File: src/design/swhsr_pkg.sv
// Shared types and constants for the single-wire humidity sensor reader.
package swhsr_pkg;

    // Number of data bits in one sensor frame.
    localparam int unsigned FRAME_BITS = 40;

    // Widths of the configuration port and the internal counters.
    localparam int unsigned CFG_IDX_W  = 3;
    localparam int unsigned CFG_DATA_W = 16;
    localparam int unsigned TIMER_W    = 16;
    localparam int unsigned LIMIT_W    = 10;
    localparam int unsigned THRESH_W   = 8;
    localparam int unsigned BITCNT_W   = 6;

    // Configuration register indexes.
    localparam logic [CFG_IDX_W-1:0] CFG_START_LOW  = 3'd0;
    localparam logic [CFG_IDX_W-1:0] CFG_ACK_WAIT   = 3'd1;
    localparam logic [CFG_IDX_W-1:0] CFG_PHASE_LIM  = 3'd2;
    localparam logic [CFG_IDX_W-1:0] CFG_BIT_LIM    = 3'd3;
    localparam logic [CFG_IDX_W-1:0] CFG_ONE_THRESH = 3'd4;

    // Configuration reset values.
    localparam logic [TIMER_W-1:0]  RST_START_LOW  = 16'd10000;
    localparam logic [LIMIT_W-1:0]  RST_ACK_WAIT   = 10'd100;
    localparam logic [LIMIT_W-1:0]  RST_PHASE_LIM  = 10'd100;
    localparam logic [LIMIT_W-1:0]  RST_BIT_LIM    = 10'd100;
    localparam logic [THRESH_W-1:0] RST_ONE_THRESH = 8'd50;

    // Completion status codes.
    typedef enum logic [1:0] {
        ST_OK      = 2'd0,
        ST_TIMEOUT = 2'd1,
        ST_SUM     = 2'd2
    } t_status;

    // Protocol phases, one-hot.
    typedef enum logic [6:0] {
        PH_IDLE     = 7'b0000001,
        PH_START    = 7'b0000010,
        PH_ACK_LOW  = 7'b0000100,
        PH_ACK_HIGH = 7'b0001000,
        PH_ACK_END  = 7'b0010000,
        PH_BIT_LOW  = 7'b0100000,
        PH_BIT_HIGH = 7'b1000000
    } t_phase;

endpackage

File: src/design/single_wire_humidity_sensor_reader_top.sv
// Top level of the single-wire humidity sensor reader: tick sequencer and result register.
//
//  Channel   Handshake                 Payload
//  -------   -----------------------   ------------------------------------------------
//  input     i_in_valid / o_in_ready   i_start_req, i_line_level
//  result    o_out_valid / i_out_ready o_drive_low, o_busy_res, o_done_res, o_status,
//                                      o_humidity_tenths, o_temp_tenths
//  config    i_cfg_we                  i_cfg_index, i_cfg_data
//
// Each accepted tick is processed combinationally; its result sits in the output register
// on the next cycle, and one tick can be accepted every cycle unless the result stalls.
// The single result register sets the figure: a new tick is taken whenever that register
// is empty or is being emptied in the same cycle.
// Reset is synchronous and active low; it restores the configuration defaults, the idle
// phase and zero readings. A stalled result holds the input off until it is taken.
module single_wire_humidity_sensor_reader_top (
    input  logic                                i_clk,
    input  logic                                i_rst_n,
    // Tick input channel
    input  logic                                i_in_valid,
    output logic                                o_in_ready,
    input  logic                                i_start_req,
    input  logic                                i_line_level,
    // Result channel
    output logic                                o_out_valid,
    input  logic                                i_out_ready,
    output logic                                o_drive_low,
    output logic                                o_busy_res,
    output logic                                o_done_res,
    output logic [1:0]                          o_status,
    output logic [15:0]                         o_humidity_tenths,
    output logic signed [15:0]                  o_temp_tenths,
    // Configuration write port
    input  logic                                i_cfg_we,
    input  logic [swhsr_pkg::CFG_IDX_W-1:0]     i_cfg_index,
    input  logic [swhsr_pkg::CFG_DATA_W-1:0]    i_cfg_data
);

    // Configuration registers
    logic [swhsr_pkg::TIMER_W-1:0]  r_start_low;
    logic [swhsr_pkg::LIMIT_W-1:0]  r_ack_wait;
    logic [swhsr_pkg::LIMIT_W-1:0]  r_phase_lim;
    logic [swhsr_pkg::LIMIT_W-1:0]  r_bit_lim;
    logic [swhsr_pkg::THRESH_W-1:0] r_one_thresh;

    // Sequencer state
    swhsr_pkg::t_phase                   r_phase, n_phase;
    logic [swhsr_pkg::TIMER_W-1:0]       r_timer, n_timer;
    logic [swhsr_pkg::BITCNT_W-1:0]      r_bit_count, n_bit_count;
    logic [swhsr_pkg::FRAME_BITS-1:0]    r_frame, n_frame;
    logic [15:0]                         r_hum, n_hum;
    logic [15:0]                         r_temp, n_temp;

    // Result register
    logic                  r_out_valid;
    logic                  r_drive_low, n_drive_low;
    logic                  r_busy, n_busy;
    logic                  r_done, n_done;
    swhsr_pkg::t_status    r_status, n_status;

    // Working values
    logic                           accept;
    logic [swhsr_pkg::TIMER_W-1:0]  timer_inc;
    logic [7:0]                     b0, b1, b2, b3, b4;
    logic [7:0]                     byte_sum;
    logic [15:0]                    mag;
    logic                           bit_val;

    assign accept     = i_in_valid && o_in_ready;
    assign o_in_ready = !r_out_valid || i_out_ready;
    assign timer_inc  = r_timer + 16'd1;
    assign bit_val    = (r_timer > {8'd0, r_one_thresh});

    // Frame bytes as they will stand once the current bit is shifted in.
    assign n_frame = {r_frame[swhsr_pkg::FRAME_BITS-2:0], bit_val};
    assign b0 = n_frame[39:32];
    assign b1 = n_frame[31:24];
    assign b2 = n_frame[23:16];
    assign b3 = n_frame[15:8];
    assign b4 = n_frame[7:0];
    assign byte_sum = b0 + b1 + b2 + b3;
    assign mag = {1'b0, b2[6:0], b3};

    // Configuration writes; unknown indexes are ignored.
    always_ff @(posedge i_clk) begin
        if (!i_rst_n) begin
            r_start_low  <= swhsr_pkg::RST_START_LOW;
            r_ack_wait   <= swhsr_pkg::RST_ACK_WAIT;
            r_phase_lim  <= swhsr_pkg::RST_PHASE_LIM;
            r_bit_lim    <= swhsr_pkg::RST_BIT_LIM;
            r_one_thresh <= swhsr_pkg::RST_ONE_THRESH;
        end else if (i_cfg_we) begin
            case (i_cfg_index)
                swhsr_pkg::CFG_START_LOW:  r_start_low  <= i_cfg_data;
                swhsr_pkg::CFG_ACK_WAIT:   r_ack_wait   <= i_cfg_data[swhsr_pkg::LIMIT_W-1:0];
                swhsr_pkg::CFG_PHASE_LIM:  r_phase_lim  <= i_cfg_data[swhsr_pkg::LIMIT_W-1:0];
                swhsr_pkg::CFG_BIT_LIM:    r_bit_lim    <= i_cfg_data[swhsr_pkg::LIMIT_W-1:0];
                swhsr_pkg::CFG_ONE_THRESH: r_one_thresh <= i_cfg_data[swhsr_pkg::THRESH_W-1:0];
                default: ;
            endcase
        end
    end

    // Next state for one tick.
    always_comb begin
        n_phase     = r_phase;
        n_timer     = r_timer;
        n_bit_count = r_bit_count;
        n_hum       = r_hum;
        n_temp      = r_temp;
        n_done      = 1'b0;
        n_status    = swhsr_pkg::ST_OK;
        case (r_phase)
            swhsr_pkg::PH_IDLE: begin
                if (i_start_req) begin
                    n_phase = swhsr_pkg::PH_START;
                    n_timer = '0;
                end
            end
            swhsr_pkg::PH_START: begin
                n_timer = timer_inc;
                if (timer_inc >= r_start_low) begin
                    n_phase = swhsr_pkg::PH_ACK_LOW;
                    n_timer = '0;
                end
            end
            swhsr_pkg::PH_ACK_LOW: begin
                if (!i_line_level) begin
                    n_phase = swhsr_pkg::PH_ACK_HIGH;
                    n_timer = '0;
                end else begin
                    n_timer = timer_inc;
                    if (timer_inc >= {6'd0, r_ack_wait}) begin
                        n_done   = 1'b1;
                        n_status = swhsr_pkg::ST_TIMEOUT;
                    end
                end
            end
            swhsr_pkg::PH_ACK_HIGH: begin
                if (i_line_level) begin
                    n_phase = swhsr_pkg::PH_ACK_END;
                    n_timer = '0;
                end else begin
                    n_timer = timer_inc;
                    if (timer_inc >= {6'd0, r_phase_lim}) begin
                        n_done   = 1'b1;
                        n_status = swhsr_pkg::ST_TIMEOUT;
                    end
                end
            end
            swhsr_pkg::PH_ACK_END: begin
                if (!i_line_level) begin
                    n_phase     = swhsr_pkg::PH_BIT_LOW;
                    n_timer     = '0;
                    n_bit_count = '0;
                end else begin
                    n_timer = timer_inc;
                    if (timer_inc >= {6'd0, r_phase_lim}) begin
                        n_done   = 1'b1;
                        n_status = swhsr_pkg::ST_TIMEOUT;
                    end
                end
            end
            swhsr_pkg::PH_BIT_LOW: begin
                if (i_line_level) begin
                    n_phase = swhsr_pkg::PH_BIT_HIGH;
                    n_timer = '0;
                end else begin
                    n_timer = timer_inc;
                    if (timer_inc >= {6'd0, r_phase_lim}) begin
                        n_done   = 1'b1;
                        n_status = swhsr_pkg::ST_TIMEOUT;
                    end
                end
            end
            swhsr_pkg::PH_BIT_HIGH: begin
                if (!i_line_level) begin
                    n_bit_count = r_bit_count + 6'd1;
                    n_timer     = '0;
                    if (n_bit_count >= swhsr_pkg::BITCNT_W'(swhsr_pkg::FRAME_BITS)) begin
                        n_done = 1'b1;
                        // Checksum over the first four bytes against the fifth.
                        if (byte_sum != b4) begin
                            n_status = swhsr_pkg::ST_SUM;
                        end else begin
                            n_hum  = {b0, b1};
                            n_temp = b2[7] ? (16'd0 - mag) : mag;
                        end
                    end else begin
                        n_phase = swhsr_pkg::PH_BIT_LOW;
                    end
                end else begin
                    n_timer = timer_inc;
                    if (timer_inc >= {6'd0, r_bit_lim}) begin
                        n_done   = 1'b1;
                        n_status = swhsr_pkg::ST_TIMEOUT;
                    end
                end
            end
            default: begin
                n_phase = swhsr_pkg::PH_IDLE;
            end
        endcase
        if (n_done) begin
            n_phase = swhsr_pkg::PH_IDLE;
            n_timer = '0;
        end
        n_drive_low = (n_phase == swhsr_pkg::PH_START);
        n_busy      = (n_phase != swhsr_pkg::PH_IDLE);
    end

    // Sequencer state and held readings advance on each accepted tick.
    always_ff @(posedge i_clk) begin
        if (!i_rst_n) begin
            r_phase     <= swhsr_pkg::PH_IDLE;
            r_timer     <= '0;
            r_bit_count <= '0;
            r_frame     <= '0;
            r_hum       <= '0;
            r_temp      <= '0;
        end else if (accept) begin
            r_phase     <= n_phase;
            r_timer     <= n_timer;
            r_bit_count <= n_bit_count;
            r_hum       <= n_hum;
            r_temp      <= n_temp;
            // The frame clears when data starts and shifts on each falling edge of a bit.
            if (r_phase == swhsr_pkg::PH_ACK_END && !i_line_level) begin
                r_frame <= '0;
            end else if (r_phase == swhsr_pkg::PH_BIT_HIGH && !i_line_level) begin
                r_frame <= n_frame;
            end
        end
    end

    // Result register: loaded on accept, emptied when the item is taken.
    always_ff @(posedge i_clk) begin
        if (!i_rst_n) begin
            r_out_valid <= 1'b0;
        end else if (accept) begin
            r_out_valid <= 1'b1;
        end else if (i_out_ready) begin
            r_out_valid <= 1'b0;
        end
    end

    always_ff @(posedge i_clk) begin
        if (accept) begin
            r_drive_low <= n_drive_low;
            r_busy      <= n_busy;
            r_done      <= n_done;
            r_status    <= n_status;
        end
    end

    assign o_out_valid       = r_out_valid;
    assign o_drive_low       = r_drive_low;
    assign o_busy_res        = r_busy;
    assign o_done_res        = r_done;
    assign o_status          = r_status;
    assign o_humidity_tenths = r_hum;
    assign o_temp_tenths     = $signed(r_temp);

    // A finished read reports the block as no longer busy.
    a_done_not_busy: assert property (@(posedge i_clk) disable iff (!i_rst_n)
        (o_out_valid && o_done_res) |-> !o_busy_res)
        else $error("done reported while still busy");

    // The start pulse only occurs within a read.
    a_drive_in_read: assert property (@(posedge i_clk) disable iff (!i_rst_n)
        (o_out_valid && o_drive_low) |-> o_busy_res)
        else $error("line driven low outside a read");

    // Status is only non-zero together with done.
    a_status_with_done: assert property (@(posedge i_clk) disable iff (!i_rst_n)
        (o_out_valid && !o_done_res) |-> (o_status == swhsr_pkg::ST_OK))
        else $error("status set without done");

    // The bit counter never runs past one frame.
    a_bit_count_range: assert property (@(posedge i_clk) disable iff (!i_rst_n)
        r_bit_count <= swhsr_pkg::BITCNT_W'(swhsr_pkg::FRAME_BITS))
        else $error("bit counter beyond frame length");

    // An empty result register never holds off the input.
    a_ready_when_empty: assert property (@(posedge i_clk) disable iff (!i_rst_n)
        !r_out_valid |-> o_in_ready)
        else $error("input stalled with empty result register");

endmodule

File: config.mk
export PLATFORM = sky130hd
export DESIGN_NAME = single_wire_humidity_sensor_reader_top
export DESIGN_NICKNAME = d
export VERILOG_FILES = /design/src/design/swhsr_pkg.sv /design/src/design/single_wire_humidity_sensor_reader_top.sv
export SDC_FILE = /design/constraint.sdc
export NUM_CORES = 1
export LEC_CHECK = 0
export BUFFER_PORTS_ARGS = -buffer_cell sky130_fd_sc_hd__buf_2
export CORE_MARGIN = 2
export CORE_UTILIZATION = 45
export CTS_BUF_LIST = sky130_fd_sc_hd__clkbuf_16
export DETAILED_ROUTE_END_ITERATION = 12
export GPL_TIMING_DRIVEN = 0
export PLACE_DENSITY = 0.74
export SKIP_LAST_GASP = 1
export SLEW_MARGIN = 10
export SYNTH_ARGS = -nofsm -noshare
export SYNTH_HDL_FRONTEND = slang
export SYNTH_SLANG_ARGS = --single-unit
File: constraint.sdc
create_clock -name i_clk -period 6.1 [get_ports i_clk]
set_clock_uncertainty 0.2 [all_clocks]
set_input_delay 0.61 -clock i_clk [delete_from_list [all_inputs] [get_ports i_clk]]
set_output_delay 0.61 -clock i_clk [all_outputs]
set_load 0.005 [all_outputs]
=== After elaboration in Yosys (flattened, before gate mapping) ===
Cells that the tools add are included.
Widths: inputs -> output; s select.

* Register bits: 160
* Bits of input ports: 26
* Output and inout bits: 39
* Word-level logic and storage cells: 112

* Add/subtract/negate cells: 6
* Magnitude comparators: 6
* Equal/unequal tests: 17
* Mux-type cells: 43
* Bitwise logic cells: 2
* Reductions and logical operators: 22

{| class="wikitable"
|+ Operator list
! cell !! number
|-
| $mux 16 || 6
|-
| $mux 39 || 2
|-
| $pmux 16 s4 || 1
|-
| $mux 7 || 9
|-
| $pmux 7 s7 || 1
|-
| $ge 16x10->1 || 3
|-
| $add 8x8->8 || 3
|-
| $add 16x1->16 const B || 1
|-
| $ge 16x16->1 || 1
|-
| $gt 16x8->1 || 1
|-
| $sub 1x15->16 const A || 1
|-
| $mux 1 || 15
|-
| $eq 7x2->1 const B || 2
|-
| $mux 6 || 2
|-
| $pmux 6 s2 || 1
|-
| $reduce_and 2->1 || 6
|-
| $mux 2 || 4
|-
| $ne 8x8->1 || 1
|-
| $pmux 2 s4 || 1
|-
| $eq 7x1->1 const B || 1
|-
| $eq 7x3->1 const B || 1
|-
| $eq 7x4->1 const B || 1
|-
| $eq 7x5->1 const B || 1
|-
| $eq 7x6->1 const B || 1
|-
| other kinds (22) || 30
|}

=== Depth between registers and ports, before layout ===
Gate-level depths: netlist of the first run.

* Word-level depth: 8
* Mapped depth: 16
* Mapped depth without buffers: 14

=== Least setup slack after synthesis of the first run ===
Ideal clock, no wire load.

* Kind: reg2reg
* From: reg r_frame[16] (netlist name)
* To: reg r_status[1], in the netlist o_status[1], data pin
* Setup time: 0.260 ns
* Arrival time: 3.511 ns
* Required time: 5.640 ns
* Path slack: 2.129 ns
* Stages on the path, launching flop included: 16
* Path buffers: 2
* Clock period less this slack: 3.971 ns
* Cells stage by stage: dfxtp_1 > inv_1 > fa_1 > fa_1 > inv_1 > ha_1 > fa_1 > xor2_1 > xnor2_1 > nand3_1 > or3_1 > a21oi_1 > and2_1 > buf_2 > buf_2 > a21oi_1

* Word-level cells in the longest chain between the ends: 7

{| class="wikitable"
|+ Ends and longest elaborated chain
! what !! RTL line !! RTL
|-
| start: declaration || single_wire_humidity_sensor_reader_top.sv:50 || <nowiki>logic [swhsr_pkg::FRAME_BITS-1:0] r_frame, n_frame;</nowiki>
|-
| start signal: assignment || single_wire_humidity_sensor_reader_top.sv:231 || <nowiki>r_frame <= n_frame;</nowiki>
|-
| $add 8x8->8 (2 in a row) || single_wire_humidity_sensor_reader_top.sv:81 || <nowiki>assign byte_sum = b0 + b1 + b2 + b3;</nowiki>
|-
| $ne 8x8->1 || single_wire_humidity_sensor_reader_top.sv:183 || <nowiki>if (byte_sum != b4) begin</nowiki>
|-
| $mux 2 || single_wire_humidity_sensor_reader_top.sv:183 ||
|-
| $mux 2 || single_wire_humidity_sensor_reader_top.sv:180 || <nowiki>if (n_bit_count >= swhsr_pkg::BITCNT_W'(swhsr_pkg::FRAME_BITS)) begin</nowiki>
|-
| $mux 2 || single_wire_humidity_sensor_reader_top.sv:177 || <nowiki>if (!i_line_level) begin</nowiki>
|-
| $pmux 2 s4 || single_wire_humidity_sensor_reader_top.sv:113 || <nowiki>case (r_phase)</nowiki>
|-
| named net n_status[1] || single_wire_humidity_sensor_reader_top.sv:59 || <nowiki>swhsr_pkg::t_status r_status, n_status;</nowiki>
|-
| end signal: assignment || single_wire_humidity_sensor_reader_top.sv:252 || <nowiki>r_status <= n_status;</nowiki>
|-
| end: declaration || single_wire_humidity_sensor_reader_top.sv:59 ||
|}

The timed path passes the listed nets, and every way through them passes these cells.
A chain may end at the register's enable or synchronous reset.

=== Final worst setup path of the first run ===
* From: reg r_timer[0] (netlist name)
* To: reg r_timer[12] (netlist name)

* Word-level cells in the longest chain between the ends: 7
* Elaborated cells on any way between the ends: 21
* Classes of those cells: 1 x add/sub; 4 x order compare; 1 x eq/ne; 13 x mux; 2 x reduce/logical

{| class="wikitable"
|+ Ends and longest elaborated chain
! what !! RTL line !! RTL
|-
| start: declaration || single_wire_humidity_sensor_reader_top.sv:48 || <nowiki>logic [swhsr_pkg::TIMER_W-1:0] r_timer, n_timer;</nowiki>
|-
| start signal: assignment || single_wire_humidity_sensor_reader_top.sv:223 || <nowiki>r_timer <= n_timer;</nowiki>
|-
| $add 16x1->16 * || single_wire_humidity_sensor_reader_top.sv:71 || <nowiki>assign timer_inc = r_timer + 16'd1;</nowiki>
|-
| $ge 16x10->1 (on tied branches) || -- ||
|-
| $mux 1 (on tied branches) (2 in a row) || -- ||
|-
| $pmux 1 s4 || single_wire_humidity_sensor_reader_top.sv:113 ||
|-
| $ne 3x3->1 (no source line) / $reduce_bool 5->1 (equally long branches) || -- ||
|-
| $reduce_and 3->1 (no source line) || -- ||
|}

Every way passes the cells marked *; elsewhere a longest branch is shown, timed or not.

==> run summary, run 1 <==
STA
--------------------------------------------------------------------------------------------------
Final setup slack of the worst path .................................................      1.37 ns
Setup TNS after final layout ........................................................         0 ns
Final Max Tran Viols ................................................................            0
Maximum clock frequency .............................................................      212 MHz
Normalized max-slew margin ..........................................................        33.2%
Worst Tran Pin Value ................................................................     0.995 ns
Count of endpoints failing setup in the final report ................................            0
Final Critical Period ...............................................................      4.73 ns
Tightest hold margin ................................................................     0.189 ns
Portion of the clock cycle consumed by the worst path in the final layout ...........        77.5%
Unrepaired setup endpoints after global routing .....................................        false
Final Hold Violating Endpoints ......................................................            0

SYNTHESIS
--------------------------------------------------------------------------------------------------
Cell types occupying the most area after synthesis .................................. sky130_fd_sc_hd__dfxtp_1 (35%), sky130_fd_sc_hd__ha_1 (8.9%), sky130_fd_sc_hd__a21oi_1 (6.0%)
Synth async-reset ratio .............................................................           0%
Number of warnings printed during yosys synthesis ...................................            0
Cells after Synth ...................................................................        1,089
Combinational family with the most area after synthesis ............................. compound AO/OA/AOI/OAI gates
Share of synthesized cell area in full adder, half adder and majority cells .........        12.0%
Post-synthesis average cell area ....................................................     8.24 µm²
Top flip-flop cell by instance count after synthesis ................................ sky130_fd_sc_hd__dfxtp_1
Share of the yosys chip area belonging to registers .................................        36.3%
Synthesized-area fraction occupied by ao, oa, aoi and oai cells .....................        20.4%
Post-synthesis share of cell area spent on and, or, nand and nor gates ..............        19.6%
Yosys reg bits ......................................................................          160
Dominant cell type by area after synthesis .......................................... sky130_fd_sc_hd__dfxtp_1
Synth top cells by count ............................................................ sky130_fd_sc_hd__dfxtp_1 (155), sky130_fd_sc_hd__nand2_1 (137), sky130_fd_sc_hd__a21oi_1 (107)
Post-Synth XOR/XNOR Area ............................................................        4.69%
Post-synthesis mux area share .......................................................       0.335%
Synth Cell Area .....................................................................     8970 µm²
Net count after synthesis ...........................................................        1,193
Number of distinct library cells after synthesis ....................................           67
Yosys top cell area share ...........................................................        34.6%
Number of synthesized flops with an enable pin ......................................            5
Most common cell in the synthesized netlist ......................................... sky130_fd_sc_hd__dfxtp_1

FINAL LAYOUT
--------------------------------------------------------------------------------------------------
Final net count .....................................................................        1,275
Final standard cell area without fillers ............................................   10,200 µm²
Ant. Diodes .........................................................................            0
Non-filler cells in the finished layout .............................................        1,449
Fraction of layout instances using a drive strength above 1 .........................        10.6%
Area growth syn-to-layout ...........................................................        14.2%

WORST SETUP PATH
--------------------------------------------------------------------------------------------------
Critical register-to-register path startpoint .......................................   r_timer[0]
Crit path arrival time ..............................................................      4.89 ns
FF-to-FF setup slack ................................................................      1.37 ns
Worst reg2reg path depth ............................................................           13
Worst r2r dst .......................................................................  r_timer[12]
Worst Setup End Kind ................................................................     register
CP Data Required Time ...............................................................      6.27 ns
Critical path peak fanout ...........................................................           10
Critical path start-end classification .............................................. register to register
Crit start category .................................................................     register

GLOBAL ROUTING
--------------------------------------------------------------------------------------------------
Antenna violations before repair ....................................................            0
Vias in the first global route ......................................................        7,571
Remaining Overflow, GRT .............................................................            0
Wire length of the first global-routing pass ........................................    38,500 µm
Maximum number of pins on one net before global-route repair ........................           17
GR Layer Usage met1 .................................................................        29.2%
Most Used Layer, Global Route .......................................................         met2
Gr usage total ......................................................................        22.5%
Fraction of met3 tracks used by global routing ......................................        4.21%
Global routing usage on met2 ........................................................        37.0%

DETAILED ROUTING
--------------------------------------------------------------------------------------------------
DRC violations left .................................................................            0
Count of vias placed by the detailed router .........................................        8,062
Post-DR wirelength/cell .............................................................      16.5 µm
Number of iterations in the first detailed-routing pass .............................            5
Via density per instance ............................................................         5.56
Total detailed-routing wirelength ...................................................    23,800 µm
Initial drt markers .................................................................          565
Post-detailed-route count of antenna-violating nets .................................            0

CLOCKING
--------------------------------------------------------------------------------------------------
Number of buffers on the longest clock path .........................................            2
Number of clock buffers inserted by TritonCTS .......................................           17
Post-CTS Setup Inserts ..............................................................            0
Number of gates resized after CTS ...................................................            0
Clock transition time at the flip-flop clock pins of the worst setup and hold paths .      0.07 ns
CTS H-tree lvls .....................................................................            4
Clock tree from TritonCTS ...........................................................          yes
CTS sink count ......................................................................          160
Insertion delay of the later-clocked pin in the worst-skew pair .....................      0.45 ns
Post-CTS Hold Buffers ...............................................................            0
Root Driver ......................................................................... sky130_fd_sc_hd__clkbuf_16

PLACE
--------------------------------------------------------------------------------------------------
Half-perimeter wire length after placement ..........................................    17,400 µm
Place WS ............................................................................      1.52 ns
Area after detailed placement .......................................................     9620 µm²
Gpl congestion ......................................................................        0.907
Input/output buffers ................................................................           63
Placed instance count ...............................................................        1,417

POWER
--------------------------------------------------------------------------------------------------
Leakage Power .......................................................................      4.15 nW
Power density normalized to cell area ...............................................   228 nW/µm²
Worst IR Drop VDD ...................................................................   0.000183 V

DIE
--------------------------------------------------------------------------------------------------
Core area ...........................................................................   19,500 µm²
Die width ...........................................................................       145 µm
I/O pin count .......................................................................           65
Die area ............................................................................   21,100 µm²
Die Height ..........................................................................       145 µm
Site Rows ...........................................................................           51
Initial Util ........................................................................        46.0%

HOLD PATH
--------------------------------------------------------------------------------------------------
Hold Path Class ..................................................................... input port to register
Capture endpoint of the worst hold path ............................................. r_start_low[13]
Hold wc startpoint .................................................................. i_cfg_data[13]
Instance count along the most critical hold path ....................................            3

OUTCOME
--------------------------------------------------------------------------------------------------
Outcome ............................................................................. finished clean

RUN
--------------------------------------------------------------------------------------------------
Max-cap check violation count .......................................................            0

==> report_power, final <==
part / total (mW) / internal, mW / leakage, nW / switching, mW
Clock: 1.16 / 0.660 / 0.302 / 0.496
Sequential: 1.07 / 1.06 / 1.30 / 0.00561
Combinational: 0.116 / 0.0344 / 2.54 / 0.0819
==> flip-flops by register name, indices dropped and copies added, names as in the netlist <==
register and cells:
r_bit_lim 10, r_phase_lim 10, o_drive_low 1, o_status 2
r_phase 7, o_humidity_tenths 16, o_done_res 1, o_temp_tenths 16
r_bit_count 6, r_frame 39, r_timer 16, r_ack_wait 10
r_start_low 16, o_out_valid 1, o_busy_res 1, r_one_thresh 8
==> critical path, stage by stage (launching register included) <==
cell and delay [ns]:
sky130_fd_sc_hd__dfxtp_1 0.59, sky130_fd_sc_hd__nand4_1 0.28, sky130_fd_sc_hd__nor2_1 0.36, sky130_fd_sc_hd__nand2_1 0.12, sky130_fd_sc_hd__xnor2_1 0.57, sky130_fd_sc_hd__ha_1 0.38
sky130_fd_sc_hd__a2111oi_0 0.56, sky130_fd_sc_hd__o211ai_1 0.21, sky130_fd_sc_hd__a41oi_1 0.44, sky130_fd_sc_hd__and4b_1 0.25, sky130_fd_sc_hd__buf_2 0.15, sky130_fd_sc_hd__buf_2 0.24
sky130_fd_sc_hd__o2111ai_1 0.14, sky130_fd_sc_hd__a21oi_1 0.17
==> cell type report <==
type / instances / area [µm²]
plain buffers: 65 / 274
clock buffers: 17 / 425
clock inverters: 15 / 201
fillers: 1856 / 9280
inverters: 86 / 323
multi-input cells: 778 / 5120
flip-flops and latches: 160 / 3250
well taps: 265 / 332
repair buffers: 63 / 315
==> stage by stage <==
stage | util, % | total power [mW]
finish | 52.5 | 2.34
global route | 52.5 | 2.40
CTS | 52.5 | 2.34
detailed placement | 49.3 | 1.21
global placement | 49.3 | 1.20
floorplan | - | 1.16
==> routing by layer <==
metal / share of wire (%) / wire [µm]
met4: 3.1 / 738
met1: 45 / 10700
met2: 47 / 11100
met5: 0 / 0
met3: 5.5 / 1310
==> worst max-delay path by stage <==
stage                      endpoint        start  slack (ns)  depth (start not counted)
2_1_floorplan           o_status[1]  r_frame[16]        2.13                         15
3_3_place_gp   o_humidity_tenths[4]  r_frame[16]        1.61                         15
3_5_place_dp            r_timer[12]   r_timer[0]        1.52                         13
4_1_cts                 r_timer[12]   r_timer[0]        1.45                         13
5_1_grt                 r_timer[12]   r_timer[0]        1.07                         13
6_report                r_timer[12]   r_timer[0]        1.37                         13
==> cells by family (layout without fill, tap and decap cells) <==
family          count (synthesis)  in the layout
mux                             3              3
buf+inv                       151            246
xor+xnor                       48             48
flops                         160            160
simple gates                  354            354
compound gates                295            295
fa+ha+maj                      78             78
==> layout by cell type, fill, tap and decap left out, types with 6 or more instances in the layout <==
master	count
sky130_fd_sc_hd__dfxtp_1	155
sky130_fd_sc_hd__nand2_1	137
sky130_fd_sc_hd__a21oi_1	107
sky130_fd_sc_hd__inv_1	86
sky130_fd_sc_hd__buf_2	75
sky130_fd_sc_hd__nor2_1	75
sky130_fd_sc_hd__o21ai_0	67
sky130_fd_sc_hd__ha_1	64
sky130_fd_sc_hd__clkbuf_1	49
sky130_fd_sc_hd__a22oi_1	41
sky130_fd_sc_hd__nand4_1	35
sky130_fd_sc_hd__nand3_1	31
sky130_fd_sc_hd__xnor2_1	30
sky130_fd_sc_hd__o211ai_1	19
sky130_fd_sc_hd__xor2_1	18
sky130_fd_sc_hd__clkbuf_16	17
sky130_fd_sc_hd__fa_1	14
sky130_fd_sc_hd__and3_1	11
sky130_fd_sc_hd__o2111ai_1	11
sky130_fd_sc_hd__nor3_1	10
sky130_fd_sc_hd__a31oi_1	7
sky130_fd_sc_hd__a211oi_1	6
sky130_fd_sc_hd__or3_1	6
sky130_fd_sc_hd__nor4_1	6
sky130_fd_sc_hd__o221ai_1	6
(Power assumes the default switching activity.)
==> run 2, diff against run 1 <==
--- a/config.mk
+++ b/config.mk
@@ -5,13 +5,14 @@
 export SDC_FILE = /design/constraint.sdc
 export NUM_CORES = 1
 export LEC_CHECK = 0
+export ABC_AREA = 1
 export BUFFER_PORTS_ARGS = -buffer_cell sky130_fd_sc_hd__buf_2
 export CORE_MARGIN = 2
 export CORE_UTILIZATION = 45
 export CTS_BUF_LIST = sky130_fd_sc_hd__clkbuf_16
 export DETAILED_ROUTE_END_ITERATION = 12
 export GPL_TIMING_DRIVEN = 0
-export PLACE_DENSITY = 0.74
+export PLACE_DENSITY = 0.77
 export SKIP_LAST_GASP = 1
 export SLEW_MARGIN = 10
 export SYNTH_ARGS = -nofsm -noshare
==> constraint.sdc (replaced) <==
create_clock -name i_clk -period 3.9 [get_ports i_clk]
set_clock_uncertainty 0.2 [all_clocks]
set_input_delay 0.39 -clock i_clk [delete_from_list [all_inputs] [get_ports i_clk]]
set_output_delay 0.39 -clock i_clk [all_outputs]
set_load 0.005 [all_outputs]
==> run 2 against run 1 <==
Net effect: the flow now finishes with violations (setup timing); first-iteration DRC count rose by 8.5%; combinational power rose to 4.9 times the previous value; final cell count rose by 16%; non-clock buffer count did not move; total power rose by 68%.
==> run summary, run 2 <==
OUTCOME
--------------------------------------------------------------------------------------------------
Outcome ............................................................................. complete, but fails checks
Failing checks ...................................................................... setup timing

DIE
--------------------------------------------------------------------------------------------------
Die Height ..........................................................................       147 µm
Core area ...........................................................................   20,200 µm²
I/O pin count .......................................................................           65
Die width ...........................................................................       147 µm
Site Rows ...........................................................................           52
Initial Util ........................................................................        45.8%
Die area ............................................................................   21,700 µm²

POWER
--------------------------------------------------------------------------------------------------
Sequential share of power ...........................................................        44.2%
P_sw ................................................................................      1.15 mW
Total Power .........................................................................      3.92 mW
Gate power share ....................................................................        14.5%
Leakage Power .......................................................................      5.30 nW
Portion of total power attributed to the clock network ..............................        41.3%
Switching Fraction ..................................................................        29.4%
Power density normalized to cell area ...............................................   363 nW/µm²
Worst IR Drop VDD ...................................................................   0.000276 V
Internal Power ......................................................................      2.77 mW

CLOCKING
--------------------------------------------------------------------------------------------------
Number of clock buffers inserted by TritonCTS .......................................           17
CTS sink count ......................................................................          160
CTS H-tree lvls .....................................................................            4
Number of buffers on the longest clock path .........................................            2
Insertion delay of the later-clocked pin in the worst-skew pair .....................      0.44 ns
Root Driver ......................................................................... sky130_fd_sc_hd__clkbuf_16
Clock transition time at the flip-flop clock pins of the worst setup and hold paths .      0.07 ns
Clock tree from TritonCTS ...........................................................          yes

FINAL LAYOUT
--------------------------------------------------------------------------------------------------
Final net count .....................................................................        1,503
Fill cell instance count of the final layout ........................................        1,883
Area growth syn-to-layout ...........................................................        17.2%
Final standard cell area without fillers ............................................   10,800 µm²
Commonest cells after routing, fill and taps aside .................................. sky130_fd_sc_hd__nand2_1 (274), sky130_fd_sc_hd__inv_1 (205), sky130_fd_sc_hd__dfxtp_1 (147), sky130_fd_sc_hd__a21oi_1 (123), sky130_fd_sc_hd__nor2_1 (114)
Fraction of layout instances using a drive strength above 1 .........................        13.9%
Post-Route Utilization ..............................................................        53.6%
Register with the highest flop count ................................................      r_frame
Most common cell after layout, fill and taps aside .................................. sky130_fd_sc_hd__nand2_1
Largest register FFs ................................................................           39

DETAILED ROUTING
--------------------------------------------------------------------------------------------------
Number of iterations in the first detailed-routing pass .............................            7
Post-DR wirelength/cell .............................................................      14.4 µm
Total detailed-routing wirelength ...................................................    24,200 µm
Count of vias placed by the detailed router .........................................        8,642
Initial drt markers .................................................................          613
Post-detailed-route count of antenna-violating nets .................................            0
Via density per instance ............................................................         5.13
DRC violations left .................................................................            0

SYNTHESIS
--------------------------------------------------------------------------------------------------
Synth async-reset ratio .............................................................           0%
Synth top cells by count ............................................................ sky130_fd_sc_hd__nand2_1 (280), sky130_fd_sc_hd__inv_1 (207), sky130_fd_sc_hd__dfxtp_1 (155)
Share of the yosys chip area belonging to registers .................................        35.2%
Number of distinct library cells after synthesis ....................................           43
Top flip-flop cell by instance count after synthesis ................................ sky130_fd_sc_hd__dfxtp_1
Most common cell in the synthesized netlist ......................................... sky130_fd_sc_hd__nand2_1
Dominant cell type by area after synthesis .......................................... sky130_fd_sc_hd__dfxtp_1
Cell types occupying the most area after synthesis .................................. sky130_fd_sc_hd__dfxtp_1 (34%), sky130_fd_sc_hd__nand2_1 (11%), sky130_fd_sc_hd__ha_1 (8.7%)
Number of warnings printed during yosys synthesis ...................................            0
Post-synthesis average cell area ....................................................     7.11 µm²
Synth Cell Area .....................................................................     9240 µm²
Cells after Synth ...................................................................        1,299
Number of synthesized flops with an enable pin ......................................            5
Yosys reg bits ......................................................................          160
Net count after synthesis ...........................................................        1,403
Yosys top cell area share ...........................................................        33.6%

STA
--------------------------------------------------------------------------------------------------
Final Hold Violating Endpoints ......................................................            0
Final Max Tran Viols ................................................................            0
Worst Tran Pin Value ................................................................     0.951 ns
Final setup slack of the worst path .................................................   -0.0453 ns
Count of endpoints failing setup in the final report ................................           27
Tightest hold margin ................................................................    0.0250 ns
Final Critical Period ...............................................................      3.95 ns
Unrepaired setup endpoints after global routing .....................................         true
Maximum clock frequency .............................................................      253 MHz
Portion of the clock cycle consumed by the worst path in the final layout ...........         101%
Normalized max-slew margin ..........................................................        36.1%
Setup TNS after final layout ........................................................    -0.620 ns

WORST SETUP PATH
--------------------------------------------------------------------------------------------------
Worst reg2reg path depth ............................................................           20
Critical register-to-register path startpoint .......................................  r_frame[24]
CP Data Required Time ...............................................................      4.07 ns
Critical path start-end classification .............................................. register to register
Crit path arrival time ..............................................................      4.12 ns
Worst r2r dst ....................................................................... o_humidity_tenths[2]
Critical path peak fanout ...........................................................            5
Crit start category .................................................................     register
Worst Setup End Kind ................................................................     register
FF-to-FF setup slack ................................................................     -0.05 ns

HOLD PATH
--------------------------------------------------------------------------------------------------
Instance count along the most critical hold path ....................................            3
Capture endpoint of the worst hold path ............................................. r_start_low[9]
Hold Path Class ..................................................................... input port to register
Hold wc startpoint .................................................................. i_cfg_data[9]

PLACE
--------------------------------------------------------------------------------------------------
Area after detailed placement .......................................................     9890 µm²
Input/output buffers ................................................................           63
Half-perimeter wire length after placement ..........................................    17,300 µm
Gpl congestion ......................................................................        0.911

GLOBAL ROUTING
--------------------------------------------------------------------------------------------------
Wire length of the first global-routing pass ........................................    39,200 µm
Gr usage total ......................................................................        22.5%
Maximum number of pins on one net before global-route repair ........................           17
Antenna violations before repair ....................................................            1
Remaining Overflow, GRT .............................................................            0
Vias in the first global route ......................................................        7,933

RUN
--------------------------------------------------------------------------------------------------
Max-cap check violation count .......................................................            0

-- run 2: worst max-delay path by stage --
| stage | startpoint | end | slack (ns) | cells past startpoint |
|---|---|---|---|---|
| final | r_frame[24] | o_humidity_tenths[2] | -0.05 | 20 |
| after CTS | r_frame[24] | o_humidity_tenths[6] | 0.01 | 19 |
| after global placement | r_frame[8] | o_humidity_tenths[5] | -0.19 | 18 |
| after floorplan | r_frame[8] | o_temp_tenths[0] | 0.23 | 18 |
| after global routing | r_frame[17] | o_temp_tenths[11] | -0.22 | 19 |
| after detailed placement | r_frame[8] | o_humidity_tenths[5] | -0.19 | 18 |
-- run 2: repair_timing --
| item | in CTS | in global routing |
|---|---|---|
| hold endpoints to repair | 2 | 0 |
| hold buffers | 2 | 0 |
| endpoints found under the setup margin | 32 | 50 |
| setup buffers | 6 | 4 |
| pin swaps | 10 | 8 |
| gates resized for setup | 29 | 34 |
| gates cloned | 4 | 2 |
-- run 2: power groups by stage --
stage	registers, mW	clock network [mW]	logic [mW]
floorplan	1.76	0	0.351
global placement	1.77	0	0.479
detailed placement	1.77	0	0.497
CTS	1.73	1.64	0.531
global route	1.74	1.71	0.640
finish	1.73	1.62	0.568
-- run 2: kinds of logic (layout without fill, tap and decap cells) --
group	count (synthesis)	after routing	synth area share, %
AND/OR/NAND/NOR	518	520	24.0
flip-flops	160	160	35.2
other	0	1	0
AO/OA/AOI/OAI	251	251	14.9
buffers and inverters	258	369	11.0
XOR/XNOR	34	34	3.22
adder cells (fa/ha/maj)	78	78	11.7
-- run 2: per-layer routing --
metal / global-route usage [%] / vias to the layer above / part of all wire, %
met5: 0 / - / 0
met2: 37.5 / 297 / 46
met1: 29.3 / 3913 / 45
met4: 8.03 / 0 / 2.7
met3: 4.10 / 48 / 6.2
li1: - / 4384 / -
-- run 2: layout make-up --
| type | instances | area, µm² | area share (%) |
|---|---|---|---|
| Multi-Input combinational cell | 883 | 5130 | 47.4 |
| Sequential cell | 160 | 3260 | 30.2 |
| Inverter | 209 | 785 | 7.25 |
| Timing Repair Buffer | 79 | 479 | 4.43 |
| Clock buffer | 18 | 450 | 4.16 |
| Tap cell | 270 | 338 | 3.12 |
| Buffer | 49 | 249 | 2.30 |
| Clock inverter | 14 | 121 | 1.12 |
| Antenna cell | 1 | 2.50 | 0.0231 |
-- run 2: critical path, cell delays in order, from the launching register on --
cell	delay [ns]
sky130_fd_sc_hd__dfxtp_2	0.35
sky130_fd_sc_hd__inv_2	0.05
sky130_fd_sc_hd__fa_1	0.51
sky130_fd_sc_hd__fa_1	0.50
sky130_fd_sc_hd__inv_1	0.05
sky130_fd_sc_hd__ha_2	0.19
sky130_fd_sc_hd__fa_2	0.40
sky130_fd_sc_hd__nand3_2	0.11
sky130_fd_sc_hd__nand3_2	0.10
sky130_fd_sc_hd__xnor2_2	0.16
sky130_fd_sc_hd__nand2_1	0.06
sky130_fd_sc_hd__nand4_1	0.10
sky130_fd_sc_hd__nor3_2	0.18
sky130_fd_sc_hd__nand2_1	0.11
sky130_fd_sc_hd__nor2_4	0.17
sky130_fd_sc_hd__buf_12	0.14
sky130_fd_sc_hd__nand3_4	0.13
sky130_fd_sc_hd__buf_6	0.19
sky130_fd_sc_hd__nand2_1	0.05
sky130_fd_sc_hd__nand2_1	0.05
sky130_fd_sc_hd__nor2_1	0.10
-- run 2: metrics by stage --
stage / cells / worst slack (ns)
3_5_place_dp: 1632 / -0.195
4_1_cts: 1676 / 0.0114
2_1_floorplan: 1299 / 0.232
3_3_place_gp: 1632 / -0.186
6_report: 1683 / -0.0453
5_1_grt: 1683 / -0.218
